===== config.mk =====
export PLATFORM = sky130hd
export DESIGN_NAME = rc_channel_frame_parser
export DESIGN_NICKNAME = d
export VERILOG_FILES = /design/src/sv/rcfp_pkg.sv /design/src/sv/rc_channel_frame_parser.sv /design/src/sv/rcfp_ctrl.sv /design/src/sv/rcfp_datapath.sv
export SDC_FILE = /design/constraint.sdc
export NUM_CORES = 1
export LEC_CHECK = 0
export ABC_AREA = 0
export BUFFER_PORTS_ARGS = -buffer_cell sky130_fd_sc_hd__buf_2
export CORE_UTILIZATION = 50
export CTS_CLUSTER_SIZE = 12
export DETAILED_ROUTE_END_ITERATION = 10
export PLACE_DENSITY = 0.73
export SYNTH_ARGS = -nofsm -noshare
export SYNTH_HDL_FRONTEND = slang
export SYNTH_HIERARCHICAL = 1
export SYNTH_SLANG_ARGS = --single-unit

===== constraint.sdc =====
create_clock -name clk_i -period 5 [get_ports clk_i]
set_input_delay 0.75 -clock clk_i [delete_from_list [all_inputs] [get_ports clk_i]]
set_output_delay 0.75 -clock clk_i [all_outputs]
set_load 0.005 [all_outputs]

===== src/sv/rcfp_pkg.sv =====
package rcfp_pkg;

  // Frame layout
  localparam int unsigned OVERHEAD       = 3;
  localparam int unsigned DEF_MAX_LENGTH = 32;
  localparam int unsigned DEF_CHANNELS   = 14;

  localparam logic [7:0]  CMD_CHANNELS = 8'h40;
  localparam logic [15:0] SUM_START    = 16'hFFFF;

  // Controller to datapath commands
  typedef struct packed {
    logic start_frame;
    logic take_data;
    logic take_low;
    logic chan_clear;
    logic rd_issue;
    logic load_out;
    logic next_chan;
  } rcfp_cmd_t;

  // Datapath to controller status
  typedef struct packed {
    logic len_ok;
    logic data_last;
    logic frame_ok;
    logic out_free;
    logic chan_last;
  } rcfp_sts_t;

endpackage


===== src/sv/rc_channel_frame_parser.sv =====
// Frame bytes are taken one per cycle while rx_stall_o is low.
// After the high checksum byte of a good channel frame the receive side stalls
// for every channel, and longer under output stall: one state (S_RD) for the
// two-port payload store read and one (S_WR) to load the output register.
// The first channel result is valid after the S_RD read and the S_WR load.
// Reset is asynchronous: parser returns to length hunting, payload store reads zero.
module rc_channel_frame_parser import rcfp_pkg::*; #(
  parameter int unsigned MAX_LENGTH = DEF_MAX_LENGTH,
  parameter int unsigned CHANNELS   = DEF_CHANNELS
) (
  input  logic        clk_i,
  input  logic        rst_ni,
  input  logic        rx_valid_i,
  output logic        rx_stall_o,
  input  logic [7:0]  rx_byte_i,
  output logic        out_valid_o,
  input  logic        out_stall_i,
  output logic [3:0]  channel_index_o,
  output logic [15:0] channel_value_o,
  output logic        last_channel_o
);

  rcfp_cmd_t cmd;
  rcfp_sts_t sts;

  // Frame sequencing
  rcfp_ctrl u_ctrl (
    .clk_i      (clk_i),
    .rst_ni     (rst_ni),
    .rx_valid_i (rx_valid_i),
    .rx_stall_o (rx_stall_o),
    .sts_i      (sts),
    .cmd_o      (cmd)
  );

  // Checksum, payload store and channel output
  rcfp_datapath #(
    .MAX_LENGTH (MAX_LENGTH),
    .CHANNELS   (CHANNELS)
  ) u_datapath (
    .clk_i           (clk_i),
    .rst_ni          (rst_ni),
    .rx_byte_i       (rx_byte_i),
    .cmd_i           (cmd),
    .sts_o           (sts),
    .out_stall_i     (out_stall_i),
    .out_valid_o     (out_valid_o),
    .channel_index_o (channel_index_o),
    .channel_value_o (channel_value_o),
    .last_channel_o  (last_channel_o)
  );

endmodule


===== src/sv/rcfp_ctrl.sv =====
module rcfp_ctrl import rcfp_pkg::*; (
  input  logic      clk_i,
  input  logic      rst_ni,
  input  logic      rx_valid_i,
  output logic      rx_stall_o,
  input  rcfp_sts_t sts_i,
  output rcfp_cmd_t cmd_o
);

  typedef enum logic [5:0] {
    S_LEN  = 6'b000001,
    S_DATA = 6'b000010,
    S_CKL  = 6'b000100,
    S_CKH  = 6'b001000,
    S_RD   = 6'b010000,
    S_WR   = 6'b100000
  } state_e;

  state_e state_q, state_d;
  logic   rx_fire;

  // Hold the receive side while channels are read out
  assign rx_stall_o = (state_q == S_RD) || (state_q == S_WR);
  assign rx_fire    = rx_valid_i && !rx_stall_o;

  // Next state and commands
  always_comb begin
    state_d = state_q;
    cmd_o   = '0;
    case (state_q)
      S_LEN: begin
        if (rx_fire && sts_i.len_ok) begin
          cmd_o.start_frame = 1'b1;
          state_d           = S_DATA;
        end
      end
      S_DATA: begin
        if (rx_fire) begin
          cmd_o.take_data = 1'b1;
          if (sts_i.data_last) state_d = S_CKL;
        end
      end
      S_CKL: begin
        if (rx_fire) begin
          cmd_o.take_low = 1'b1;
          state_d        = S_CKH;
        end
      end
      S_CKH: begin
        if (rx_fire) begin
          if (sts_i.frame_ok) begin
            cmd_o.chan_clear = 1'b1;
            state_d          = S_RD;
          end else begin
            state_d = S_LEN;
          end
        end
      end
      S_RD: begin
        cmd_o.rd_issue = 1'b1;
        state_d        = S_WR;
      end
      S_WR: begin
        if (sts_i.out_free) begin
          cmd_o.load_out = 1'b1;
          if (sts_i.chan_last) begin
            state_d = S_LEN;
          end else begin
            cmd_o.next_chan = 1'b1;
            state_d         = S_RD;
          end
        end
      end
      default: state_d = S_LEN;
    endcase
  end

  always_ff @(posedge clk_i or negedge rst_ni) begin
    if (!rst_ni) begin
      state_q <= S_LEN;
    end else begin
      state_q <= state_d;
    end
  end

  // Exactly one state is active
  a_state_onehot: assert property (@(posedge clk_i) disable iff (!rst_ni)
    $onehot(state_q))
    else $error("controller state not one-hot");

  // A good frame always starts the readout
  a_good_frame_reads: assert property (@(posedge clk_i) disable iff (!rst_ni)
    (state_q == S_CKH) && rx_fire && sts_i.frame_ok |=> (state_q == S_RD))
    else $error("good frame did not start channel readout");

  // The last channel returns to length hunting
  a_last_returns: assert property (@(posedge clk_i) disable iff (!rst_ni)
    cmd_o.load_out && sts_i.chan_last |=> (state_q == S_LEN))
    else $error("controller did not return after last channel");

endmodule


===== src/sv/rcfp_datapath.sv =====
module rcfp_datapath import rcfp_pkg::*; #(
  parameter int unsigned MAX_LENGTH = DEF_MAX_LENGTH,
  parameter int unsigned CHANNELS   = DEF_CHANNELS
) (
  input  logic        clk_i,
  input  logic        rst_ni,
  input  logic [7:0]  rx_byte_i,
  input  rcfp_cmd_t   cmd_i,
  output rcfp_sts_t   sts_o,
  input  logic        out_stall_i,
  output logic        out_valid_o,
  output logic [3:0]  channel_index_o,
  output logic [15:0] channel_value_o,
  output logic        last_channel_o
);

  localparam int unsigned Depth = MAX_LENGTH - OVERHEAD;
  localparam int unsigned Aw    = (Depth > 1) ? $clog2(Depth) : 1;
  localparam int unsigned Cw    = $clog2(MAX_LENGTH);
  localparam int unsigned Kw    = (CHANNELS > 1) ? $clog2(CHANNELS) : 1;
  localparam int unsigned Xw    = $clog2(2 * CHANNELS + Depth + 1);

  // Frame state
  logic [Cw-1:0] ptr_q, len_q;
  logic [15:0]   sum_q;
  logic [7:0]    low_q;
  logic [7:0]    cmd_byte_q;

  // Payload store with per-entry valid bits
  logic [7:0]       store_mem [Depth];
  logic [Depth-1:0] valid_q;
  logic             wr_en;

  // Readout
  logic [Kw-1:0] chan_q;
  logic [Xw-1:0] addr_lo, addr_hi;
  logic          lo_in, hi_in;
  logic [Aw-1:0] idx_lo, idx_hi;
  logic [7:0]    rd_lo_q, rd_hi_q;
  logic          lo_ok_q, hi_ok_q;

  // Output register
  logic        out_valid_q;
  logic [3:0]  out_index_q;
  logic [15:0] out_value_q;
  logic        out_last_q;

  // Status to the controller
  assign sts_o.len_ok    = (rx_byte_i > 8'(OVERHEAD)) && (rx_byte_i <= 8'(MAX_LENGTH));
  assign sts_o.data_last = ({1'b0, ptr_q} + 1'b1) >= {1'b0, len_q};
  assign sts_o.frame_ok  = (sum_q == {rx_byte_i, low_q}) && (cmd_byte_q == CMD_CHANNELS);
  assign sts_o.out_free  = !out_valid_q || !out_stall_i;
  assign sts_o.chan_last = (chan_q == Kw'(CHANNELS - 1));

  // Track frame length, pointer and checksum
  always_ff @(posedge clk_i or negedge rst_ni) begin
    if (!rst_ni) begin
      ptr_q <= '0;
      len_q <= '0;
      sum_q <= '0;
      low_q <= '0;
    end else begin
      if (cmd_i.start_frame) begin
        ptr_q <= '0;
        len_q <= Cw'(rx_byte_i - 8'(OVERHEAD));
        sum_q <= SUM_START - {8'h00, rx_byte_i};
      end
      if (cmd_i.take_data) begin
        ptr_q <= ptr_q + 1'b1;
        sum_q <= sum_q - {8'h00, rx_byte_i};
      end
      if (cmd_i.take_low) low_q <= rx_byte_i;
    end
  end

  // Capture the command byte at payload position zero
  always_ff @(posedge clk_i) begin
    if (cmd_i.take_data && (ptr_q == '0)) cmd_byte_q <= rx_byte_i;
  end

  // Write payload bytes that fit the store
  assign wr_en = cmd_i.take_data && (ptr_q < Cw'(Depth));

  always_ff @(posedge clk_i) begin
    if (wr_en) store_mem[ptr_q[Aw-1:0]] <= rx_byte_i;
  end

  always_ff @(posedge clk_i or negedge rst_ni) begin
    if (!rst_ni) begin
      valid_q <= '0;
    end else if (wr_en) begin
      valid_q[ptr_q[Aw-1:0]] <= 1'b1;
    end
  end

  // Channel counter
  always_ff @(posedge clk_i or negedge rst_ni) begin
    if (!rst_ni) begin
      chan_q <= '0;
    end else if (cmd_i.chan_clear) begin
      chan_q <= '0;
    end else if (cmd_i.next_chan) begin
      chan_q <= chan_q + 1'b1;
    end
  end

  // Byte addresses of the current channel
  assign addr_lo = Xw'({chan_q, 1'b0}) + Xw'(1);
  assign addr_hi = Xw'({chan_q, 1'b0}) + Xw'(2);
  assign lo_in   = addr_lo < Xw'(Depth);
  assign hi_in   = addr_hi < Xw'(Depth);
  assign idx_lo  = lo_in ? addr_lo[Aw-1:0] : '0;
  assign idx_hi  = hi_in ? addr_hi[Aw-1:0] : '0;

  // Registered two-port read; unwritten or out-of-range bytes read as zero
  always_ff @(posedge clk_i) begin
    if (cmd_i.rd_issue) begin
      rd_lo_q <= store_mem[idx_lo];
      rd_hi_q <= store_mem[idx_hi];
      lo_ok_q <= lo_in && valid_q[idx_lo];
      hi_ok_q <= hi_in && valid_q[idx_hi];
    end
  end

  // Output register
  always_ff @(posedge clk_i or negedge rst_ni) begin
    if (!rst_ni) begin
      out_valid_q <= 1'b0;
    end else if (cmd_i.load_out) begin
      out_valid_q <= 1'b1;
    end else if (!out_stall_i) begin
      out_valid_q <= 1'b0;
    end
  end

  always_ff @(posedge clk_i) begin
    if (cmd_i.load_out) begin
      out_index_q <= 4'(chan_q);
      out_value_q <= {(hi_ok_q ? rd_hi_q : 8'h00), (lo_ok_q ? rd_lo_q : 8'h00)};
      out_last_q  <= sts_o.chan_last;
    end
  end

  assign out_valid_o     = out_valid_q;
  assign channel_index_o = out_index_q;
  assign channel_value_o = out_value_q;
  assign last_channel_o  = out_last_q;

  // Never overwrite a pending transaction
  a_no_overwrite: assert property (@(posedge clk_i) disable iff (!rst_ni)
    cmd_i.load_out |-> (!out_valid_q || !out_stall_i))
    else $error("output register overwritten while stalled");

  // Payload bytes stay within the announced length
  a_ptr_in_frame: assert property (@(posedge clk_i) disable iff (!rst_ni)
    cmd_i.take_data |-> (ptr_q < len_q))
    else $error("payload byte beyond frame length");

  // The final channel carries the last flag
  a_last_flag: assert property (@(posedge clk_i) disable iff (!rst_ni)
    cmd_i.load_out && sts_o.chan_last |=> out_valid_q && out_last_q)
    else $error("last channel not flagged");

endmodule

==> results.tsv, run 1 <==
stage	metric	value	unit
status	outcome	completed	
timing	setup_tns	0	ns
clock_network	clock_latency	0.53	ns
detailed_routing	wl_per_cell	23.3	um
timing	fin_skew	0.0187	ns
place	dp_slack	1.36	ns
setup_path	path_cells	ha_1 > nor2_1 > o21ai_0 > o21ai_1 > a221oi_1 > o311ai_0	
job	maxCapViolCount	0	
global_route	antenna_found_initial	0	
setup_path	reg2reg_depth	6	
clock_network	cts_buffers	38	
detailed_routing	ant_nets	0	
worst_hold_path	hp-class	primary input to asynchronous set/reset pin	
timing	layout_min_cycle_time	3.72	ns
setup_path	cpPeakStageDelay	0.87	ns
synth	syn_area_per_cell	13.5	sq um
timing	fmax	0.269	GHz
die	die_y	177	um
synth	ys_warn_count	6	
place	hpwl	23500	um
global_route	grt_max_degree	75	
detailed_routing	drt-total-wl	36800	um
timing	maxSlewHeadroom	0.181	
detailed_routing	vias_per_cell	6.13	
global_route	grt_pass1_vias	9180	
synth	syn_inst	1133	
setup_path	timing.rr.start	u_datapath/chan_q[0]$_DFFE_PN0P_	
timing	setup_ws	1.28	ns
synth	ys_seq_elements	353	
global_route	grt_usage	0.241	
clock_network	cts_root_buffer	clkbuf_16	
setup_path	r2r_setup_slack	1.28	ns
clock_network	htreeDepth	2	
clock_network	cts_tree	done	
timing	fin_crit_sh	0.743	
setup_path	end_kind	register	
die	rows	63	
synth	yosysSeqAreaShare	0.668	
final_layout	final_cell_mix	edfxtp_1 (279), nand2_1 (84), dfrtp_1 (72)	
final_layout	finalNetCount	1194	
clock_network	postCtsSetupBuffers	0	
timing	tightest_slew	1.22	ns
global_route	grt_overflow_total	0	
clock_network	ctsResizeCount	0	
die	core_area	0.0299	sq mm
timing	hold_viol_final	0	
die	start_util	0.512	
detailed_routing	first_iter_violations	938	
timing	setup_viol	0	
setup_path	path_max_fanout	48	
setup_path	cp-start-kind	register	
power	peakVddDrop	0.353	mV
clock_network	cts_buffer_depth	3	
synth	synth_async_sr_flop_share	0.210	
setup_path	critPathKind	register to register	
place	portBuffers	34	
synth	synthFlopType	edfxtp_1	
synth	syn-cell-area	0.0153	sq mm
synth	synth-edff-count	279	
detailed_routing	vias	9686	
power	power_density	393	mW/mm^2
global_route	grt_pass1_wl	56500	um
place	place.gp.congestion	0.890	
clock_network	cts_num_sinks	353	
power	p_leak	6.54	nW
final_layout	syn_to_final_growth	11.1	%
timing	final_max_slew_viol_count	0	
die	die_area	0.0313	sq mm
clock_network	hold_buffers	0	
die	io_pins	35	
final_layout	layout_commonest_cell	edfxtp_1	
synth	synthDistinctLibCells	71	
final_layout	antenna_cells	0	
clock_network	path_clk_slew	0.06	ns
detailed_routing	drtPass1Iterations	5	
synth	synth.net_count	1166	
setup_path	arrival	3.96	ns
final_layout	layout-drive-gt1-share	0.144	
die	dieWidth	177	um
detailed_routing	drc	0	
setup_path	cpMaxStageDelayCell	dfrtp_4	
final_layout	fin_cells	1579	
setup_path	required	5.25	ns
setup_path	r2r_end	u_datapath/rd_hi_q[5]$_DFFE_PP_	
place	dp.cells	1511	
timing	rsz0062_at_grt	false	
## layer usage
metal | GRT usage | routed length (um) | vias up
li1 | - | - | 4317
met1 | 0.355 | 16000 | 4786
met2 | 0.364 | 16500 | 502
met3 | 0.0423 | 3190 | 81
met4 | 0.0761 | 1100 | 0
met5 | 0 | 0 | -
## Yosys cell counts, drive strengths merged, types with 14 or more instances
library cell | number | area, sq um
or2 | 31 | 194
and2 | 20 | 125
a31oi | 19 | 119
buf | 27 | 155
edfxtp | 279 | 8380
nand3 | 33 | 165
clkbuf | 36 | 135
nor2 | 67 | 259
xnor2 | 23 | 209
o21ai | 37 | 185
ha | 20 | 250
mux2i | 60 | 601
dfrtp | 73 | 1830
o22ai | 14 | 87.6
mux2 | 14 | 158
nor3 | 17 | 85.1
a21oi | 61 | 309
a211oi | 16 | 120
nand2 | 85 | 322
inv | 31 | 116
## per-stage QoR
step / hold WS (ns) / utilization / area [sq um] / total power [mW]
5_1_grt: 0.472 / 0.569 / 17000 / 6.95
2_1_floorplan: 0.420 / - / 15300 / 3.87
4_1_cts: 0.460 / 0.569 / 17000 / 6.72
6_report: 0.419 / 0.569 / 17000 / 6.69
3_5_place_dp: 0.448 / 0.530 / 15800 / 4.06
3_3_place_gp: 0.449 / 0.530 / 15800 / 4.05
## logic make-up after synthesis
group,synth area share
adders and majority gates,0.0183
AOI/OAI and AO/OA,0.101
buffers and inverters,0.0266
and+or+nand+nor,0.106
muxes,0.0598
DFF,0.668
xor gates and xnor gates,0.0199
## report_power, final
| group | internal [mW] | total, mW | switching [mW] |
|---|---|---|---|
| registers | 3.27 | 3.37 | 0.105 |
| clock network | 1.58 | 2.68 | 1.09 |
| logic | 0.277 | 0.639 | 0.361 |
## worst max-delay path by stage
stage	startpoint	to	slack, ns	cells past startpoint
2_1_floorplan	u_datapath/chan_q[1]$_DFFE_PN0P_	u_datapath/rd_hi_q[0]$_DFFE_PP_	1.93	12
3_3_place_gp	u_datapath/chan_q[0]$_DFFE_PN0P_	u_datapath/rd_hi_q[5]$_DFFE_PP_	1.42	6
3_5_place_dp	u_datapath/chan_q[0]$_DFFE_PN0P_	u_datapath/rd_hi_q[5]$_DFFE_PP_	1.36	6
4_1_cts	u_datapath/chan_q[0]$_DFFE_PN0P_	u_datapath/rd_hi_q[5]$_DFFE_PP_	1.36	6
5_1_grt	u_datapath/chan_q[0]$_DFFE_PN0P_	u_datapath/rd_hi_q[5]$_DFFE_PP_	1.12	6
6_report	u_datapath/chan_q[0]$_DFFE_PN0P_	u_datapath/rd_hi_q[5]$_DFFE_PP_	1.28	6
## sequential cells by signal, indices dropped and copies added (netlist names), 4 cells and up
signal	count
u_datapath/cmd_byte_q	8
u_datapath/valid_q	29
u_datapath/rd_hi_q	8
u_datapath/rd_lo_q	8
u_datapath/sum_q	16
u_datapath/channel_value_o	16
u_datapath/ptr_q	5
u_ctrl/state_q	6
u_datapath/len_q	5
u_datapath/low_q	8
u_datapath/channel_index_o	4
u_datapath/store_mem	232
u_datapath/chan_q	4
## area by class of cell
type	count	area, sq um
multi-input combinational	686	4680
clock buffer	61	1120
tap	390	488
timing repair buffer	51	300
inverter	31	116
fill	2331	12900
clock inverter	7	67.6
sequential	353	10200
## worst max-delay path: cells and delay by family, from the launching register on
family | cells | cell delay, ns
AOI/OAI and AO/OA | 4 | 1.75
adders and majority gates | 1 | 0.47
DFF | 1 | 0.87
and+or+nand+nor | 1 | 0.34
Note: power is estimated with default switching activity, not from simulation.
==> run 2: changes to the inputs <==
clock period = 3.85 ns   (was 5 ns; I/O delays follow)
==> run 2 against run 1 <==
Global-route usage shrank 0.46 points. Setup slack got worse by 0.99 ns. Wire length fell by 0.97%. Maximum frequency increased by 4.6%. Flip-flop and latch count unchanged. Combinational power increased by 29%. Via count grew 0.42%. Sequential share of layout area fell by 0.49 points. Worst hold slack worse by 0.30 ns. Register-to-register slack worse by 0.99 ns. Clock skew increased by 0.0060 ns. Clock power rose by 32%. Largest cell class unchanged.
==> results.tsv, run 2 (synthesis results as in run 1) <==
stage	metric	value	unit	change
timing	tightest_slew	1.31	ns	+0.0886 ns
setup_path	required	4.16	ns	-1.09 ns
die	io_pins	35		unchanged
detailed_routing	vias_per_cell	6.11		-0.46%
setup_path	end_kind	register		
timing	fin_skew	0.0248	ns	+0.00604 ns
clock_network	ctsResizeCount	0		unchanged
final_layout	antenna_cells	0		unchanged
clock_network	cts_buffer_depth	3		unchanged
place	place.gp.congestion	0.949		+6.5%
die	core_area	0.0299	sq mm	unchanged
global_route	grt_pass1_wl	55000	um	-2.6%
power	p_leak	6.64	nW	+1.5%
setup_path	path_max_fanout	36		-25%
final_layout	layout_commonest_cell	edfxtp_1		
detailed_routing	drc	0		unchanged
setup_path	critPathKind	register to register		
timing	fin_crit_sh	0.923		+0.179
place	portBuffers	34		unchanged
final_layout	finalNetCount	1210		+1.3%
setup_path	cpPeakStageDelay	1.08	ns	+0.21 ns
timing	hold_viol_final	0		unchanged
clock_network	hold_buffers	0		unchanged
place	dp_slack	0.398	ns	-0.959 ns
final_layout	final_cell_mix	edfxtp_1 (279), nand2_1 (84), dfrtp_1 (72)		
timing	hold_slack	0.123	ns	-0.296 ns
detailed_routing	ant_nets	0		unchanged
detailed_routing	drt-total-wl	36400	um	-0.97%
setup_path	path_cells	ha_1 > xnor2_2 > nor3_1 > a22o_1 > a221oi_1 > o311ai_0		
power	power_density	510	mW/mm^2	+30%
die	dieWidth	177	um	unchanged
setup_path	cpMaxStageDelayCell	nor3_1		
timing	fmax	0.282	GHz	+4.6%
clock_network	cts_tree	done		
global_route	grt_max_degree	59		-21%
clock_network	cts_num_sinks	353		unchanged
timing	setup_tns	0	ns	unchanged
place	dp.cells	1527		+1.1%
timing	setup_viol	0		unchanged
power	power	8.75	mW	+31%
clock_network	postCtsSetupBuffers	0		unchanged
timing	maxSlewHeadroom	0.118		-0.0628
die	start_util	0.512		unchanged
global_route	grt_pass1_vias	9077		-1.1%
die	die_y	177	um	unchanged
final_layout	layout-drive-gt1-share	0.154		+0.00996
timing	layout_min_cycle_time	3.55	ns	-0.165 ns
detailed_routing	wl_per_cell	22.9	um	-1.8%
setup_path	crit_buf_inv	0		unchanged
global_route	grt_usage	0.237		-0.00462
status	outcome	completed		
final_layout	largest_reg_flops	232		unchanged
clock_network	clock_latency	0.54	ns	about the same
clock_network	cts_buffers	38		unchanged
timing	final_max_slew_viol_count	0		unchanged
clock_network	path_clk_slew	0.06	ns	about the same
job	maxCapViolCount	0		unchanged
worst_hold_path	hp-class	primary input to asynchronous set/reset pin		
die	rows	63		unchanged
setup_path	arrival	3.86	ns	-0.10 ns
detailed_routing	vias	9727		+0.42%
place	hpwl	23800	um	+1.5%
clock_network	htreeDepth	2		unchanged
clock_network	cts_root_buffer	clkbuf_16		
setup_path	cp-start-kind	register		
die	die_area	0.0313	sq mm	unchanged
timing	rsz0062_at_grt	false		
setup_path	critPathTopFamily	simple AND/OR/NAND/NOR gates		
timing	setup_ws	0.298	ns	-0.985 ns
global_route	antenna_found_initial	1		+1
power	peakVddDrop	0.309	mV	-12%
detailed_routing	drtPass1Iterations	7		+2
final_layout	syn_to_final_growth	12.0	%	
global_route	grt_overflow_total	0		unchanged
detailed_routing	first_iter_violations	1065		+14%
final_layout	fin_cells	1593		+0.89%
run 2: metal layers:
metal / share of wire / global-route usage
met1: 0.43 / 0.350
met2: 0.46 / 0.356
met3: 0.093 / 0.0438
met4: 0.024 / 0.0726
met5: 0 / 0
run 2: worst paths after layout:
| check | start | slack [ns] | depth (start not counted) | endpoint |
|---|---|---|---|---|
| setup / recovery | u_datapath/chan_q[0]$_DFFE_PN0P_ | 0.30 | 6 | u_datapath/rd_hi_q[5]$_DFFE_PP_ |
| max in group asynchronous | rst_ni | 2.95 | 2 | u_datapath/valid_q[1]$_DFFE_PN0P_ |
| setup reg to reg | u_datapath/chan_q[0]$_DFFE_PN0P_ | 0.30 | 6 | u_datapath/rd_hi_q[5]$_DFFE_PP_ |
| min in group clk_i | out_stall_i | 0.39 | 3 | u_datapath/out_valid_o$_DFFE_PN0P_ |
| hold / removal | rst_ni | 0.12 | 1 | u_ctrl/state_q[1]$_DFFE_PN0P_ |
| hold reg to reg | u_datapath/valid_q[13]$_DFFE_PN0P_ | 0.46 | 1 | u_datapath/valid_q[13]$_DFFE_PN0P_ |
run 2: area by class of cell:
class	count	area (sq um)
clock buffers	55	1060
fillers	2333	12700
repair buffers	67	420
flip-flops and latches	353	10200
well taps	390	488
multi-input cells	686	4680
clock inverters	11	149
inverters	31	116
run 2: power by group:
part           total (mW)  switching, mW  internal [mW]
combinational       0.822          0.460          0.362
sequential           4.39          0.144           4.24
clock                3.54           1.43           2.11
run 2: worst register-to-register path, cell delays in order (launching register included):
cell and delay [ns]:
dfrtp_4 0.68, ha_1 0.57, xnor2_2 0.24, nor3_1 1.08
a22o_1 0.29, a221oi_1 0.06, o311ai_0 0.41
run 2: stage by stage:
step                 util  cell area (sq um)
floorplan               -              15300
detailed placement  0.534              15900
finish              0.574              17100
global placement    0.534              15900
global route        0.574              17100
CTS                 0.574              17100
==> run 3: changes to the inputs <==
MAX_ROUTING_LAYER = met4   (was unset)
==> run 3 against run 2 <==
Critical path depth did not move. Critical path type unchanged. Sequential power barely moved. Setup slack gained 0.33 ns. Flip-flop and latch count stayed put.
==> results.tsv, run 3 (synthesis results as in run 1) <==
stage	metric	value	unit	change
status	outcome	completed		
power	power_density	504	mW/mm^2	-1.3%
worst_hold_path	hp-class	primary input to asynchronous set/reset pin		
final_layout	multiInputGateArea	0.00468	sq mm	unchanged
setup_path	end_kind	register		
setup_path	timing.rr.start	u_datapath/chan_q[0]$_DFFE_PN0P_		
die	core_area	0.0299	sq mm	unchanged
setup_path	startpoint	u_datapath/chan_q[0]$_DFFE_PN0P_		
die	die_area	0.0313	sq mm	unchanged
timing	hold_viol_final	0		unchanged
timing	hold_slack	0.159	ns	+0.0359 ns
place	dpl-instance-area	0.0160	sq mm	about the same
clock_network	path_clk_slew	0.06	ns	about the same
power	power	8.63	mW	-1.4%
detailed_routing	ant_nets	0		unchanged
setup_path	reg2reg_depth	6		unchanged
final_layout	fin_cells	1597		+0.25%
power	peakVddDrop	0.325	mV	+5.1%
detailed_routing	drc	0		unchanged
global_route	grt_pass1_wl	55900	um	+1.6%
die	rows	63		unchanged
timing	layout_min_cycle_time	3.23	ns	-0.326 ns
timing	rsz0062_at_grt	false		
detailed_routing	drtPass1Iterations	6		-1
clock_network	htreeDepth	2		unchanged
final_layout	layout_commonest_cell	edfxtp_1		
final_layout	syn_to_final_growth	11.8	%	
place	portBuffers	34		unchanged
clock_network	postCtsSetupBuffers	0		unchanged
detailed_routing	wl_per_cell	22.9	um	+0.24%
global_route	antenna_found_initial	0		-1
timing	fin_skew	0.0291	ns	+0.00436 ns
timing	tightest_slew	1.25	ns	-0.0642 ns
die	die_y	177	um	unchanged
die	io_pins	35		unchanged
place	place.gp.congestion	0.986		+4.0%
setup_path	path_max_fanout	14		-61%
setup_path	cp-start-kind	register		
setup_path	required	4.17	ns	about the same
die	start_util	0.512		unchanged
timing	setup_tns	0	ns	unchanged
final_layout	finalNetCount	1212		+0.17%
final_layout	ff_latch_area	0.0102	sq mm	unchanged
clock_network	hold_buffers	0		unchanged
detailed_routing	drt-total-wl	36600	um	+0.49%
clock_network	clock_latency	0.53	ns	about the same
detailed_routing	first_iter_violations	1203		+13%
setup_path	r2r_setup_slack	0.62	ns	+0.33 ns
timing	fmax	0.310	GHz	+10%
clock_network	cts_tree	done		
clock_network	cts_root_buffer	clkbuf_16		
setup_path	arrival	3.54	ns	-0.32 ns
timing	maxSlewHeadroom	0.161		+0.0431
global_route	grt_max_degree	64		+8.5%
detailed_routing	vias	9660		-0.69%
power	p_leak	6.62	nW	-0.18%
final_layout	fillers	2357		+1.0%
clock_network	cts_buffer_depth	3		unchanged
timing	setup_viol	0		unchanged
place	hpwl	24000	um	+0.73%
final_layout	antenna_cells	0		unchanged
global_route	grt_usage	0.247		+0.0103
clock_network	cts_buffers	38		unchanged
place	dp.cells	1529		+0.13%
timing	final_max_slew_viol_count	0		unchanged
final_layout	layout-drive-gt1-share	0.155		+0.00115
clock_network	cts_num_sinks	353		unchanged
setup_path	r2r_end	u_datapath/rd_hi_q[3]$_DFFE_PP_		
global_route	grt_overflow_total	0		unchanged
final_layout	fin_area	0.0171	sq mm	-0.17%
clock_network	ctsResizeCount	0		unchanged
job	maxCapViolCount	0		unchanged
detailed_routing	vias_per_cell	6.05		-0.94%
setup_path	critPathKind	register to register		
global_route	grt_pass1_vias	9183		+1.2%
die	dieWidth	177	um	unchanged
final_layout	largest_reg_flops	232		unchanged
timing	fin_crit_sh	0.838		-0.0848
final_layout	final_cell_mix	edfxtp_1 (279), nand2_1 (84), dfrtp_1 (72)		
==> run 3: layout make-up <==
class | count | area share
tap | 390 | 0.0285
clock inverter | 10 | 0.00497
multi-input combinational | 686 | 0.274
clock buffer | 58 | 0.0629
sequential | 353 | 0.598
inverter | 31 | 0.00680
timing repair buffer | 69 | 0.0254
==> run 3: per-layer routing <==
metal	track usage	routed length (um)	part of all wire	vias to the layer above
met5	-	0	0	-
met4	0.0747	1020	0.028	0
met3	0.0363	3060	0.084	62
met2	0.365	16700	0.46	424
met1	0.354	15900	0.43	4806
li1	-	-	-	4368
==> run 3: where the power goes <==
group	internal (mW)	switching (mW)
logic	0.365	0.475
clock network	1.99	1.41
registers	4.24	0.142
total	6.60	2.02
==> run 3: per-stage QoR <==
step                      worst slack, ns   util
after floorplan                     0.780      -
after global placement              0.679  0.534
after detailed placement            0.648  0.534
after CTS                           0.647  0.573
after global routing                0.216  0.573
final                               0.625  0.573
==> run 3: worst max-delay path, stage by stage (launching register included) <==
cell	delay (ns)
dfrtp_4	0.53
ha_1	0.51
xnor2_2	0.24
nor3_1	1.04
a22o_1	0.30
a221oi_1	0.05
o311ai_0	0.35
==> run 3: how the worst max path moves through the flow <==
| stage | to | slack (ns) | cells past startpoint |
|---|---|---|---|
| 4_1_cts | u_datapath/rd_hi_q[3]$_DFFE_PP_ | 0.65 | 6 |
| 3_5_place_dp | u_datapath/rd_hi_q[3]$_DFFE_PP_ | 0.65 | 6 |
| 5_1_grt | u_datapath/rd_hi_q[3]$_DFFE_PP_ | 0.22 | 6 |
| 3_3_place_gp | u_datapath/rd_hi_q[4]$_DFFE_PP_ | 0.68 | 6 |
| 6_report | u_datapath/rd_hi_q[3]$_DFFE_PP_ | 0.62 | 6 |
| 2_1_floorplan | u_datapath/rd_hi_q[0]$_DFFE_PP_ | 0.78 | 12 |
